<file path="src/hdl/smtp_reply_capability_parser_assert.svh">
// Assertion macros shared by the SMTP reply parser modules.
// Expects clk and rst_n in the scope of each use.
`ifndef SMTP_REPLY_CAPABILITY_PARSER_ASSERT_SVH
`define SMTP_REPLY_CAPABILITY_PARSER_ASSERT_SVH

// Same-cycle implication, checked at every rising edge out of reset.
`define SRCP_ASSERT_IMP(label, ante, cons) \
    label: assert property (@(posedge clk) disable iff (!rst_n) (ante) |-> (cons)) \
        else $error("smtp reply parser: assertion failed");

// Next-cycle implication.
`define SRCP_ASSERT_NXT(label, ante, cons) \
    label: assert property (@(posedge clk) disable iff (!rst_n) (ante) |=> (cons)) \
        else $error("smtp reply parser: assertion failed");

`endif

</file>
<file path="src/hdl/smtp_rcp_pkg.sv">
// Shared types, constants and helper functions of the SMTP reply parser.
// No dependencies; imported by every module of the block.
package smtp_rcp_pkg;

    localparam int SIZE_BITS_DEF = 32;
    localparam int OUT_SIZE_W    = 32;
    localparam int CODE_W        = 10;
    localparam int POS_W         = 5;
    localparam logic [POS_W-1:0] POS_MAX = 5'd31;

    // Column positions inside a reply line
    localparam int POS_SEP = 3;
    localparam int POS_KW  = 4;
    localparam int POS_ARG = 8;

    localparam int IN_TDATA_W  = 8;
    localparam int IN_TUSER_W  = 2;
    localparam int OUT_TDATA_W = 48;
    localparam int OUT_TUSER_W = 1;

    localparam logic [7:0] CH_LF    = 8'h0A;
    localparam logic [7:0] CH_CR    = 8'h0D;
    localparam logic [7:0] CH_SPACE = 8'h20;
    localparam logic [7:0] CH_DASH  = 8'h2D;
    localparam logic [7:0] CH_0     = 8'h30;
    localparam logic [7:0] CH_9     = 8'h39;
    localparam logic [7:0] CH_LA    = 8'h61;
    localparam logic [7:0] CH_LZ    = 8'h7A;
    localparam logic [7:0] CASE_OFS = 8'h20;

    // Keywords in match priority order
    localparam int KW_COUNT     = 5;
    localparam int KW_MAX_LEN   = 10;
    localparam int KW_STARTTLS  = 0;
    localparam int KW_EIGHTBIT  = 1;
    localparam int KW_PIPELINE  = 2;
    localparam int KW_SIZE      = 3;
    localparam int KW_AUTH      = 4;
    localparam logic [KW_COUNT-1:0] KW_ALL_LIVE = '1;

    // Text left-justified, padded with spaces beyond the keyword length
    localparam logic [KW_MAX_LEN*8-1:0] KW_TEXT [KW_COUNT] = '{
        "STARTTLS  ", "8BITMIME  ", "PIPELINING", "SIZE      ", "AUTH      "
    };
    localparam logic [POS_W-1:0] KW_LEN [KW_COUNT] = '{5'd8, 5'd8, 5'd10, 5'd4, 5'd4};

    // Capability flag bits
    localparam int CAP_STARTTLS = 0;
    localparam int CAP_EIGHTBIT = 1;
    localparam int CAP_PIPELINE = 2;
    localparam int CAP_AUTH     = 3;
    localparam int CAP_COUNT    = 4;

    typedef enum logic [1:0] {
        SZ_WAIT,
        SZ_DIGITS,
        SZ_DONE
    } size_phase_t;

    typedef struct packed {
        logic       ehlo_mode;
        logic       start_reply;
        logic [7:0] data_byte;
    } item_t;

    typedef struct packed {
        logic [CODE_W-1:0]     reply_code;
        logic                  line_continues;
        logic                  reply_done;
        logic                  parse_error;
        logic                  cap_starttls;
        logic                  cap_eightbit;
        logic                  cap_pipelining;
        logic                  cap_auth;
        logic [OUT_SIZE_W-1:0] max_message_size;
    } result_t;

    typedef struct packed {
        logic    take;
        logic    emit;
        result_t res;
    } parse_out_t;

    function automatic logic [7:0] upcase(input logic [7:0] c);
        return (c >= CH_LA && c <= CH_LZ) ? c - CASE_OFS : c;
    endfunction

    function automatic logic is_digit(input logic [7:0] c);
        return (c >= CH_0) && (c <= CH_9);
    endfunction

    function automatic logic [7:0] kw_char(input int unsigned k, input logic [POS_W-1:0] off);
        logic [KW_MAX_LEN*8-1:0] t;
        t = KW_TEXT[k];
        if (off < POS_W'(KW_MAX_LEN))
            return t[8*(KW_MAX_LEN-1-int'(off)) +: 8];
        return 8'h00;
    endfunction

endpackage

</file>
<file path="src/hdl/smtp_rcp_kw_match.sv">
// Keyword candidate filter of the SMTP reply parser.
// Depends on smtp_rcp_pkg for the keyword table.
module smtp_rcp_kw_match
    import smtp_rcp_pkg::*;
(
    input  logic [POS_W-1:0]    pos,
    input  logic [7:0]          ch,
    input  logic [KW_COUNT-1:0] cand_in,
    output logic [KW_COUNT-1:0] cand_out,
    output logic [KW_COUNT-1:0] hit
);

    logic [POS_W-1:0] off;

    assign off = pos - POS_W'(POS_KW);

    // Drop a keyword on the first mismatching character inside its length
    for (genvar k = 0; k < KW_COUNT; k++) begin : g_kw
        assign cand_out[k] = cand_in[k] &&
                             !((off < KW_LEN[k]) && (kw_char(k, off) != ch));
        assign hit[k]      = cand_in[k] && (pos >= POS_W'(POS_KW) + KW_LEN[k]);
    end

endmodule

</file>
<file path="src/hdl/smtp_rcp_size_step.sv">
// One decimal digit step of the SIZE value: acc * 10 + digit, saturating.
// Depends on smtp_rcp_pkg.
module smtp_rcp_size_step
    import smtp_rcp_pkg::*;
#(
    parameter int SIZE_BITS = SIZE_BITS_DEF
)
(
    input  logic [SIZE_BITS-1:0] acc,
    input  logic [3:0]           digit,
    output logic [SIZE_BITS-1:0] acc_next
);

    localparam int WIDE_W = SIZE_BITS + 4;

    logic [WIDE_W-1:0] wide;

    assign wide = (WIDE_W'(acc) << 3) + (WIDE_W'(acc) << 1) + WIDE_W'(digit);
    assign acc_next = (|wide[WIDE_W-1:SIZE_BITS]) ? '1 : wide[SIZE_BITS-1:0];

endmodule

</file>
<file path="src/hdl/smtp_rcp_parser.sv">
// Line and reply state of the SMTP reply parser; one byte per cycle, except when a line feed waits for a free output.
// Depends on smtp_rcp_pkg, smtp_rcp_kw_match and smtp_rcp_size_step.
`include "smtp_reply_capability_parser_assert.svh"

module smtp_rcp_parser
    import smtp_rcp_pkg::*;
#(
    parameter int SIZE_BITS = SIZE_BITS_DEF
)
(
    input  logic       clk,
    input  logic       rst_n,
    input  logic       item_valid,
    input  item_t      item,
    input  logic       out_free,
    output parse_out_t po
);

    localparam int EXT_W = (SIZE_BITS > OUT_SIZE_W) ? SIZE_BITS : OUT_SIZE_W;

    logic [POS_W-1:0]     pos_reg,     pos_next,  pos_e;
    logic [CODE_W-1:0]    code_reg,    code_next, code_e, code_step;
    logic                 bad_reg,     bad_next,  bad_e;
    logic                 dash_reg,    dash_next, dash_e;
    logic                 first_reg,   first_next, first_e;
    logic                 ehlo_reg,    ehlo_next, ehlo_e;
    logic                 aborted_reg, aborted_next, aborted_e;
    logic [KW_COUNT-1:0]  cand_reg,    cand_next, cand_e, cand_upd, kw_hit;
    size_phase_t          sph_reg,     sph_next,  sph_e;
    logic [SIZE_BITS-1:0] sacc_reg,    sacc_next, sacc_e, sacc_step;
    logic [CAP_COUNT-1:0] caps_reg,    caps_next, caps_e;
    logic [SIZE_BITS-1:0] sreg_reg,    sreg_next, sreg_e;
    logic [EXT_W-1:0]     sreg_ext;

    logic       st;
    logic [7:0] ch;
    logic       digit;
    logic       is_text;
    logic       is_eol;
    logic       err;
    logic       done;
    logic       commit;

    smtp_rcp_kw_match u_kw (
        .pos      (pos_e),
        .ch       (upcase(item.data_byte)),
        .cand_in  (cand_e),
        .cand_out (cand_upd),
        .hit      (kw_hit)
    );

    smtp_rcp_size_step #(
        .SIZE_BITS (SIZE_BITS)
    ) u_size (
        .acc      (sacc_e),
        .digit    (item.data_byte[3:0]),
        .acc_next (sacc_step)
    );

    always_comb
    begin
        st = item.start_reply;
        ch = item.data_byte;
        digit = is_digit(ch);

        // A reply start clears line and reply state before its byte is taken
        pos_e     = st ? '0 : pos_reg;
        code_e    = st ? '0 : code_reg;
        bad_e     = st ? 1'b0 : bad_reg;
        dash_e    = st ? 1'b0 : dash_reg;
        cand_e    = st ? KW_ALL_LIVE : cand_reg;
        sph_e     = st ? SZ_WAIT : sph_reg;
        sacc_e    = st ? '0 : sacc_reg;
        first_e   = st ? 1'b1 : first_reg;
        ehlo_e    = st ? item.ehlo_mode : ehlo_reg;
        aborted_e = st ? 1'b0 : aborted_reg;
        caps_e    = (st && item.ehlo_mode) ? '0 : caps_reg;
        sreg_e    = (st && item.ehlo_mode) ? '0 : sreg_reg;

        code_step = {code_e[6:0], 3'b000} + {code_e[8:0], 1'b0} + CODE_W'(ch[3:0]);

        is_text = !aborted_e && (ch != CH_CR) && (ch != CH_LF);
        is_eol  = !aborted_e && (ch == CH_LF);

        err    = (pos_e < POS_W'(POS_SEP)) || bad_e;
        done   = err || !dash_e;
        commit = !err && ehlo_e && !first_e && (pos_e > POS_W'(POS_KW));

        pos_next     = pos_e;
        code_next    = code_e;
        bad_next     = bad_e;
        dash_next    = dash_e;
        cand_next    = cand_e;
        sph_next     = sph_e;
        sacc_next    = sacc_e;
        first_next   = first_e;
        ehlo_next    = ehlo_e;
        aborted_next = aborted_e;
        caps_next    = caps_e;
        sreg_next    = sreg_e;

        if (is_text)
        begin
            if (pos_e < POS_W'(POS_SEP))
            begin
                if (digit)
                    code_next = code_step;
                else
                    bad_next = 1'b1;
            end
            else if (pos_e == POS_W'(POS_SEP))
            begin
                dash_next = (ch == CH_DASH);
            end
            else
            begin
                cand_next = cand_upd;
                if ((pos_e >= POS_W'(POS_ARG)) && cand_upd[KW_SIZE])
                begin
                    case (sph_e)
                        SZ_WAIT:
                        begin
                            if (digit)
                            begin
                                sacc_next = SIZE_BITS'(ch[3:0]);
                                sph_next  = SZ_DIGITS;
                            end
                            else if (ch != CH_SPACE)
                            begin
                                sph_next = SZ_DONE;
                            end
                        end
                        SZ_DIGITS:
                        begin
                            if (digit)
                                sacc_next = sacc_step;
                            else
                                sph_next = SZ_DONE;
                        end
                        default:
                        begin
                            sph_next = sph_e;
                        end
                    endcase
                end
            end
            if (pos_e != POS_MAX)
                pos_next = pos_e + 1'b1;
        end

        if (is_eol)
        begin
            // Skip the greeting line of an EHLO reply
            if (!err && ehlo_e && first_e)
                first_next = 1'b0;
            if (commit)
            begin
                if (kw_hit[KW_STARTTLS])
                    caps_next[CAP_STARTTLS] = 1'b1;
                else if (kw_hit[KW_EIGHTBIT])
                    caps_next[CAP_EIGHTBIT] = 1'b1;
                else if (kw_hit[KW_PIPELINE])
                    caps_next[CAP_PIPELINE] = 1'b1;
                else if (kw_hit[KW_SIZE])
                    sreg_next = sacc_e;
                else if (kw_hit[KW_AUTH])
                    caps_next[CAP_AUTH] = 1'b1;
            end
            pos_next     = '0;
            code_next    = '0;
            bad_next     = 1'b0;
            dash_next    = 1'b0;
            cand_next    = KW_ALL_LIVE;
            sph_next     = SZ_WAIT;
            sacc_next    = '0;
            aborted_next = done;
        end

        sreg_ext = EXT_W'(sreg_next);

        po.emit = item_valid && is_eol;
        po.take = item_valid && (!is_eol || out_free);
        po.res.reply_code       = err ? '0 : code_e;
        po.res.line_continues   = !err && dash_e;
        po.res.reply_done       = done;
        po.res.parse_error      = err;
        po.res.cap_starttls     = caps_next[CAP_STARTTLS];
        po.res.cap_eightbit     = caps_next[CAP_EIGHTBIT];
        po.res.cap_pipelining   = caps_next[CAP_PIPELINE];
        po.res.cap_auth         = caps_next[CAP_AUTH];
        po.res.max_message_size = (sreg_ext > EXT_W'({OUT_SIZE_W{1'b1}})) ?
                                  '1 : sreg_ext[OUT_SIZE_W-1:0];
    end

    always_ff @(posedge clk or negedge rst_n)
    begin
        if (!rst_n)
        begin
            pos_reg     <= '0;
            code_reg    <= '0;
            bad_reg     <= 1'b0;
            dash_reg    <= 1'b0;
            first_reg   <= 1'b1;
            ehlo_reg    <= 1'b0;
            aborted_reg <= 1'b0;
            cand_reg    <= KW_ALL_LIVE;
            sph_reg     <= SZ_WAIT;
            sacc_reg    <= '0;
            caps_reg    <= '0;
            sreg_reg    <= '0;
        end
        else if (po.take)
        begin
            pos_reg     <= pos_next;
            code_reg    <= code_next;
            bad_reg     <= bad_next;
            dash_reg    <= dash_next;
            first_reg   <= first_next;
            ehlo_reg    <= ehlo_next;
            aborted_reg <= aborted_next;
            cand_reg    <= cand_next;
            sph_reg     <= sph_next;
            sacc_reg    <= sacc_next;
            caps_reg    <= caps_next;
            sreg_reg    <= sreg_next;
        end
    end

    `SRCP_ASSERT_NXT(a_done_blocks, po.take && po.emit && po.res.reply_done, aborted_reg)
    `SRCP_ASSERT_IMP(a_stall_only_on_result, item_valid && !po.take, po.emit && !out_free)

endmodule

</file>
<file path="src/hdl/smtp_reply_capability_parser.sv">
// SMTP reply parser: takes reply text one byte per item and gives one result item per line
// feed (code, continuation, reply done, parse error, EHLO capabilities and SIZE value).
// A byte is registered on input and then parsed into the output register, so a result passes
// through the input register and the output register before it is offered on the output.
// One byte is taken every cycle;
// the only stall is a line feed meeting a full output register that is not being drained.
// Bytes after a finished reply or a parse error are dropped until the next reply start.
`include "smtp_reply_capability_parser_assert.svh"

module smtp_reply_capability_parser
    import smtp_rcp_pkg::*;
#(
    parameter int SIZE_BITS = SIZE_BITS_DEF
)
(
    input  logic                   clk,
    input  logic                   rst_n,
    input  logic                   s_axis_tvalid,
    output logic                   s_axis_tready,
    input  logic [IN_TDATA_W-1:0]  s_axis_tdata,  // [7:0] data_byte
    input  logic [IN_TUSER_W-1:0]  s_axis_tuser,  // [0] start_reply, [1] ehlo_mode
    output logic                   m_axis_tvalid,
    input  logic                   m_axis_tready,
    // [9:0] reply_code, [10] line_continues, [11] cap_starttls, [12] cap_eightbit,
    // [13] cap_pipelining, [14] cap_auth, [46:15] max_message_size, [47] zero
    output logic [OUT_TDATA_W-1:0] m_axis_tdata,
    output logic [OUT_TUSER_W-1:0] m_axis_tuser,  // [0] parse_error
    output logic                   m_axis_tlast   // reply_done
);

    logic       in_valid_reg;
    item_t      in_item_reg;
    logic       out_valid_reg, out_valid_next;
    result_t    out_res_reg;
    logic       out_free;
    parse_out_t po;

    assign out_free      = !out_valid_reg || m_axis_tready;
    assign s_axis_tready = !in_valid_reg || po.take;

    smtp_rcp_parser #(
        .SIZE_BITS (SIZE_BITS)
    ) u_parser (
        .clk        (clk),
        .rst_n      (rst_n),
        .item_valid (in_valid_reg),
        .item       (in_item_reg),
        .out_free   (out_free),
        .po         (po)
    );

    // Input register
    always_ff @(posedge clk or negedge rst_n)
    begin
        if (!rst_n)
            in_valid_reg <= 1'b0;
        else if (s_axis_tready)
            in_valid_reg <= s_axis_tvalid;
    end

    always_ff @(posedge clk)
    begin
        if (s_axis_tvalid && s_axis_tready)
        begin
            in_item_reg.data_byte   <= s_axis_tdata;
            in_item_reg.start_reply <= s_axis_tuser[0];
            in_item_reg.ehlo_mode   <= s_axis_tuser[1];
        end
    end

    // Output register: load on a line end, drop once taken
    always_comb
    begin
        out_valid_next = out_valid_reg;
        if (po.take && po.emit)
            out_valid_next = 1'b1;
        else if (m_axis_tready)
            out_valid_next = 1'b0;
    end

    always_ff @(posedge clk or negedge rst_n)
    begin
        if (!rst_n)
            out_valid_reg <= 1'b0;
        else
            out_valid_reg <= out_valid_next;
    end

    always_ff @(posedge clk)
    begin
        if (po.take && po.emit)
            out_res_reg <= po.res;
    end

    assign m_axis_tvalid = out_valid_reg;
    assign m_axis_tdata  = {1'b0,
                            out_res_reg.max_message_size,
                            out_res_reg.cap_auth,
                            out_res_reg.cap_pipelining,
                            out_res_reg.cap_eightbit,
                            out_res_reg.cap_starttls,
                            out_res_reg.line_continues,
                            out_res_reg.reply_code};
    assign m_axis_tuser  = out_res_reg.parse_error;
    assign m_axis_tlast  = out_res_reg.reply_done;

    `SRCP_ASSERT_IMP(a_err_ends_reply, m_axis_tvalid && m_axis_tuser[0], m_axis_tlast)
    `SRCP_ASSERT_IMP(a_err_no_code, m_axis_tvalid && m_axis_tuser[0], m_axis_tdata[10:0] == '0)
    `SRCP_ASSERT_IMP(a_cont_not_last, m_axis_tvalid && m_axis_tdata[10], !m_axis_tlast)
    `SRCP_ASSERT_IMP(a_stall_needs_full, !s_axis_tready, in_valid_reg && out_valid_reg)

endmodule
</file>
<file path="config.mk">
export PLATFORM = sky130hd
export DESIGN_NAME = smtp_reply_capability_parser
export DESIGN_NICKNAME = d
export VERILOG_FILES = /design/src/hdl/smtp_rcp_pkg.sv /design/src/hdl/smtp_rcp_kw_match.sv /design/src/hdl/smtp_rcp_size_step.sv /design/src/hdl/smtp_rcp_parser.sv /design/src/hdl/smtp_reply_capability_parser.sv
export VERILOG_INCLUDE_DIRS = /design/src /design/src/hdl
export SDC_FILE = /design/constraint.sdc
export NUM_CORES = 1
export LEC_CHECK = 0
export ABC_AREA = 1
export BUFFER_PORTS_ARGS = -buffer_cell sky130_fd_sc_hd__buf_2
export CORE_MARGIN = 2
export CORE_UTILIZATION = 40
export CTS_BUF_LIST = sky130_fd_sc_hd__clkbuf_16
export DETAILED_ROUTE_END_ITERATION = 8
export MAX_ROUTING_LAYER = met4
export PLACE_DENSITY_LB_ADDON = 0.15
export SLEW_MARGIN = 20
export SYNTH_ARGS = -nofsm -noshare
export SYNTH_HDL_FRONTEND = slang
export SYNTH_HIERARCHICAL = 1
export SYNTH_SLANG_ARGS = --single-unit
export TNS_END_PERCENT = 5
</file>
<file path="constraint.sdc">
create_clock -name clk -period 3.3 [get_ports clk]
set_input_delay 0.495 -clock clk [delete_from_list [all_inputs] [get_ports clk]]
set_output_delay 0.495 -clock clk [all_outputs]
set_load 0.01 [all_outputs]
</file>
==> impl_metrics.yaml <==
yosys:
  synth_nets: 2088
  yosysMostFrequentCell: "nand2_1"
  synth_edf_count: 59
  synth_xor_area_share_pct: 1.64
  synth_top_family_by_area: "simple AND/OR/NAND/NOR gates"
  syn_area_mm2: 0.0134
  synth_mux_area_share_pct: 0
  synth.area.top_cells: "nand2_1 20%, dfrtp_1 17%, edfxtp_1 13%"
  avgSynthCellArea_um2: 6.74
  synthArstFlopShare_pct: 62.2
  synthAdderAreaFrac_pct: 8.74
  yosysWarningCount: 6
  ys.flop_type: "dfrtp_1"
  synth_top_area_cell: "nand2_1"
  postSynthCellCount: 1983
  ys_types: 51
  yosys.area_share.simple_pct: 40.2
  ys_top_cells_by_count: "720 x nand2_1, 273 x inv_1, 201 x nor2_1"
  synth-seq-cells: 156
  yosys.area.top_type_share_pct: 20.2
  synth_compound_area_share_pct: 6.43
  seq_area_frac_synth_pct: 31.5
timing:
  final_hold_viol_count: 0
  tns_ns: -5.17
  finClkSkew_ns: 0.0224
  relSlewSlack_pct: 35.7
  slew_viol_final: 0
  worst_slack_ns: -0.193
  rsz0062_at_grt: "yes"
  period_minus_slack_ns: 3.49
  clock.fmax_mhz: 286
  worst_slew_pin_slew_ns: 0.964
  hold_ws_ns: 0.128
  finalSetupViolCount: 35
  finalCritPeriodShare_pct: 106
setup_path:
  cpLargestDelayFamily: "simple AND/OR/NAND/NOR gates"
  cp_cell_sequence: "buf_12 -> nor2_1 -> buf_4 -> ha_1 -> ha_1 -> a21oi_2 -> o21ai_0 -> nand2_1 -> o21ai_0 -> nor2_2 -> nand2_4 -> nor2_8 -> buf_12 -> nand3_2 -> inv_1 -> nand4_1 -> nand2_1 -> nand2_1 -> nand4_1 -> nand2_1"
  required_ns: 3.63
  crit_type: "flop to flop"
  worstReg2RegStart: "in_item_reg[8]"
  cp-startpoint: "in_item_reg[8]"
  crit_path_frequent_cell: "nand2_1"
  end_kind: "flop"
  crit_fanout: 10
  cp_num_buf_inv: 4
  arrival_ns: 3.83
  cp_slowest_cell: "edfxtp_1"
  cp-start-kind: "flop"
  critPathMaxStageDelay_ns: 0.49
final_layout:
  area_growth_pct: 28.1
  fin_nets: 2362
  diodes: 0
  fillers: 3243
  final_util_pct: 52.4
  instances_no_fill: 2712
  largest_register_ff_count: 47
  layout-drive-gt1-share_pct: 27.4
power_and_ir_drop:
  peakVddDrop_v: 0.000349
  powerDensity_mw_per_mm2: 343
  power.leakage_nw: 9.35
clocking:
  htreeDepth: 4
  clkLatencyLatePin_ns: 0.45
  cts_buffers: 17
  hold_buffers: 0
  path_clk_slew_ns: 0.08
  cts_tree: "done"
  clock_sinks: 156
  root_buffer: "clkbuf_16"
  clock_path_buffers: 2
route:
  drt_drc_violations_left: 0
  vias: 13446
  drt_iter0_markers: 1011
  antenna_left: 0
  via_per_inst: 4.96
  dr.pass1.iters: 5
  routed_wirelength_um: 41900
  wl_per_cell_um: 15.5
floorplan:
  initial_core_util_pct: 40.9
  die-area_mm2: 0.0349
  rows: 66
  core_mm2: 0.0327
  die_w_um: 187
  fp.dieH_um: 187
  ios: 66
global_route:
  gr-max-usage-layer: "met1"
  met2_usage_pct: 35.9
  grt_max_degree: 75
  antenna_found_initial: 0
  use_met1_pct: 36.6
  gr-usage-met3_pct: 3.10
  globalRouteTotalUtil_pct: 24.8
  grt_overflow: 0
  grt_pass1_wl_um: 67500
  grt_pass1_vias: 12492
placed_design:
  hpwl_um: 31500
  dp_cells: 2654
  gp_congestion: 0.934
  portBuffers: 64
status:
  outcome: "complete, but fails checks"
  violations: "setup timing"
run:
  cap_violations: 0
hold_path:
  hp-class: "primary input to asynchronous set/reset pin"
## stage by stage
step                power (W)  instance area, µm²  worst slack (ns)
floorplan             0.00324               13500           -0.0104
global placement      0.00376               15700            -0.367
detailed placement    0.00378               15700            -0.401
CTS                   0.00582               16800            -0.122
global route          0.00617               17100            -0.355
finish                0.00588               17100            -0.193
## timing repair
action	in CTS	in global routing
pin swaps	24	29
resized for setup	94	52
cloned	5	0
buffers inserted	12	10
endpoints found under the setup margin	33	35
endpoints found under the hold margin	0	0
## cell type report
type	count	area, µm²	share of cell area, %
multi-input cells	1469	8370	48.9
flip-flops and latches	156	4210	24.6
repair buffers	311	2290	13.3
inverters	302	1150	6.72
well taps	442	553	3.23
clock buffers	17	425	2.48
clock inverters	15	136	0.796
## per-layer routing
layer | up-vias | wire [µm]
met5 | - | 0
met4 | 0 | 667
met3 | 46 | 2070
met2 | 395 | 18100
met1 | 6247 | 21100
li1 | 6758 | -
## worst register-to-register path, cell delays in order (launching register included)
cell	delay, ns
edfxtp_1	0.49
buf_12	0.21
nor2_1	0.16
buf_4	0.17
ha_1	0.24
ha_1	0.36
a21oi_2	0.20
o21ai_0	0.14
nand2_1	0.08
o21ai_0	0.20
nor2_2	0.24
nand2_4	0.10
nor2_8	0.15
buf_12	0.15
nand3_2	0.08
inv_1	0.06
nand4_1	0.10
nand2_1	0.08
nand2_1	0.05
nand4_1	0.08
nand2_1	0.07
## worst paths after layout
check	slack, ns	depth (start not counted)	to
hold reg to reg	0.48	2	u_parser/sreg_reg[26]
hold / removal	0.13	1	u_parser/sacc_reg[14]
setup reg to reg	-0.19	20	u_parser/sacc_reg[28]
setup / recovery	-0.19	20	u_parser/sacc_reg[28]
min in group clk	0.23	1	in_item_reg[1]
max in group asynchronous	2.32	2	u_parser/sreg_reg[19]
## power by group
| part | total, W | switching, W | internal [W] |
|---|---|---|---|
| clock | 0.00195 | 0.000898 | 0.00105 |
| combinational | 0.00177 | 0.00111 | 0.000667 |
| sequential | 0.00216 | 0.0000464 | 0.00211 |
| total | 0.00588 | 0.00205 | 0.00383 |
## kinds of logic after synthesis
logic type	Yosys count
buffers and inverters	362
XOR/XNOR	25
AND/OR/NAND/NOR	1208
AO/OA/AOI/OAI	140
other	1
flip-flops	156
adder cells (fa/ha/maj)	91
## cell usage in the layout (no fill, tap or decap), drive strengths merged, types with 44 or more instances in the layout
cell,n
a21oi,62
inv,308
ha,87
buf,311
edfxtp,59
nand2,763
dfrtp,91
o21ai,44
nor2,226
nand3,177
Note: power is estimated with default switching activity, not from simulation.
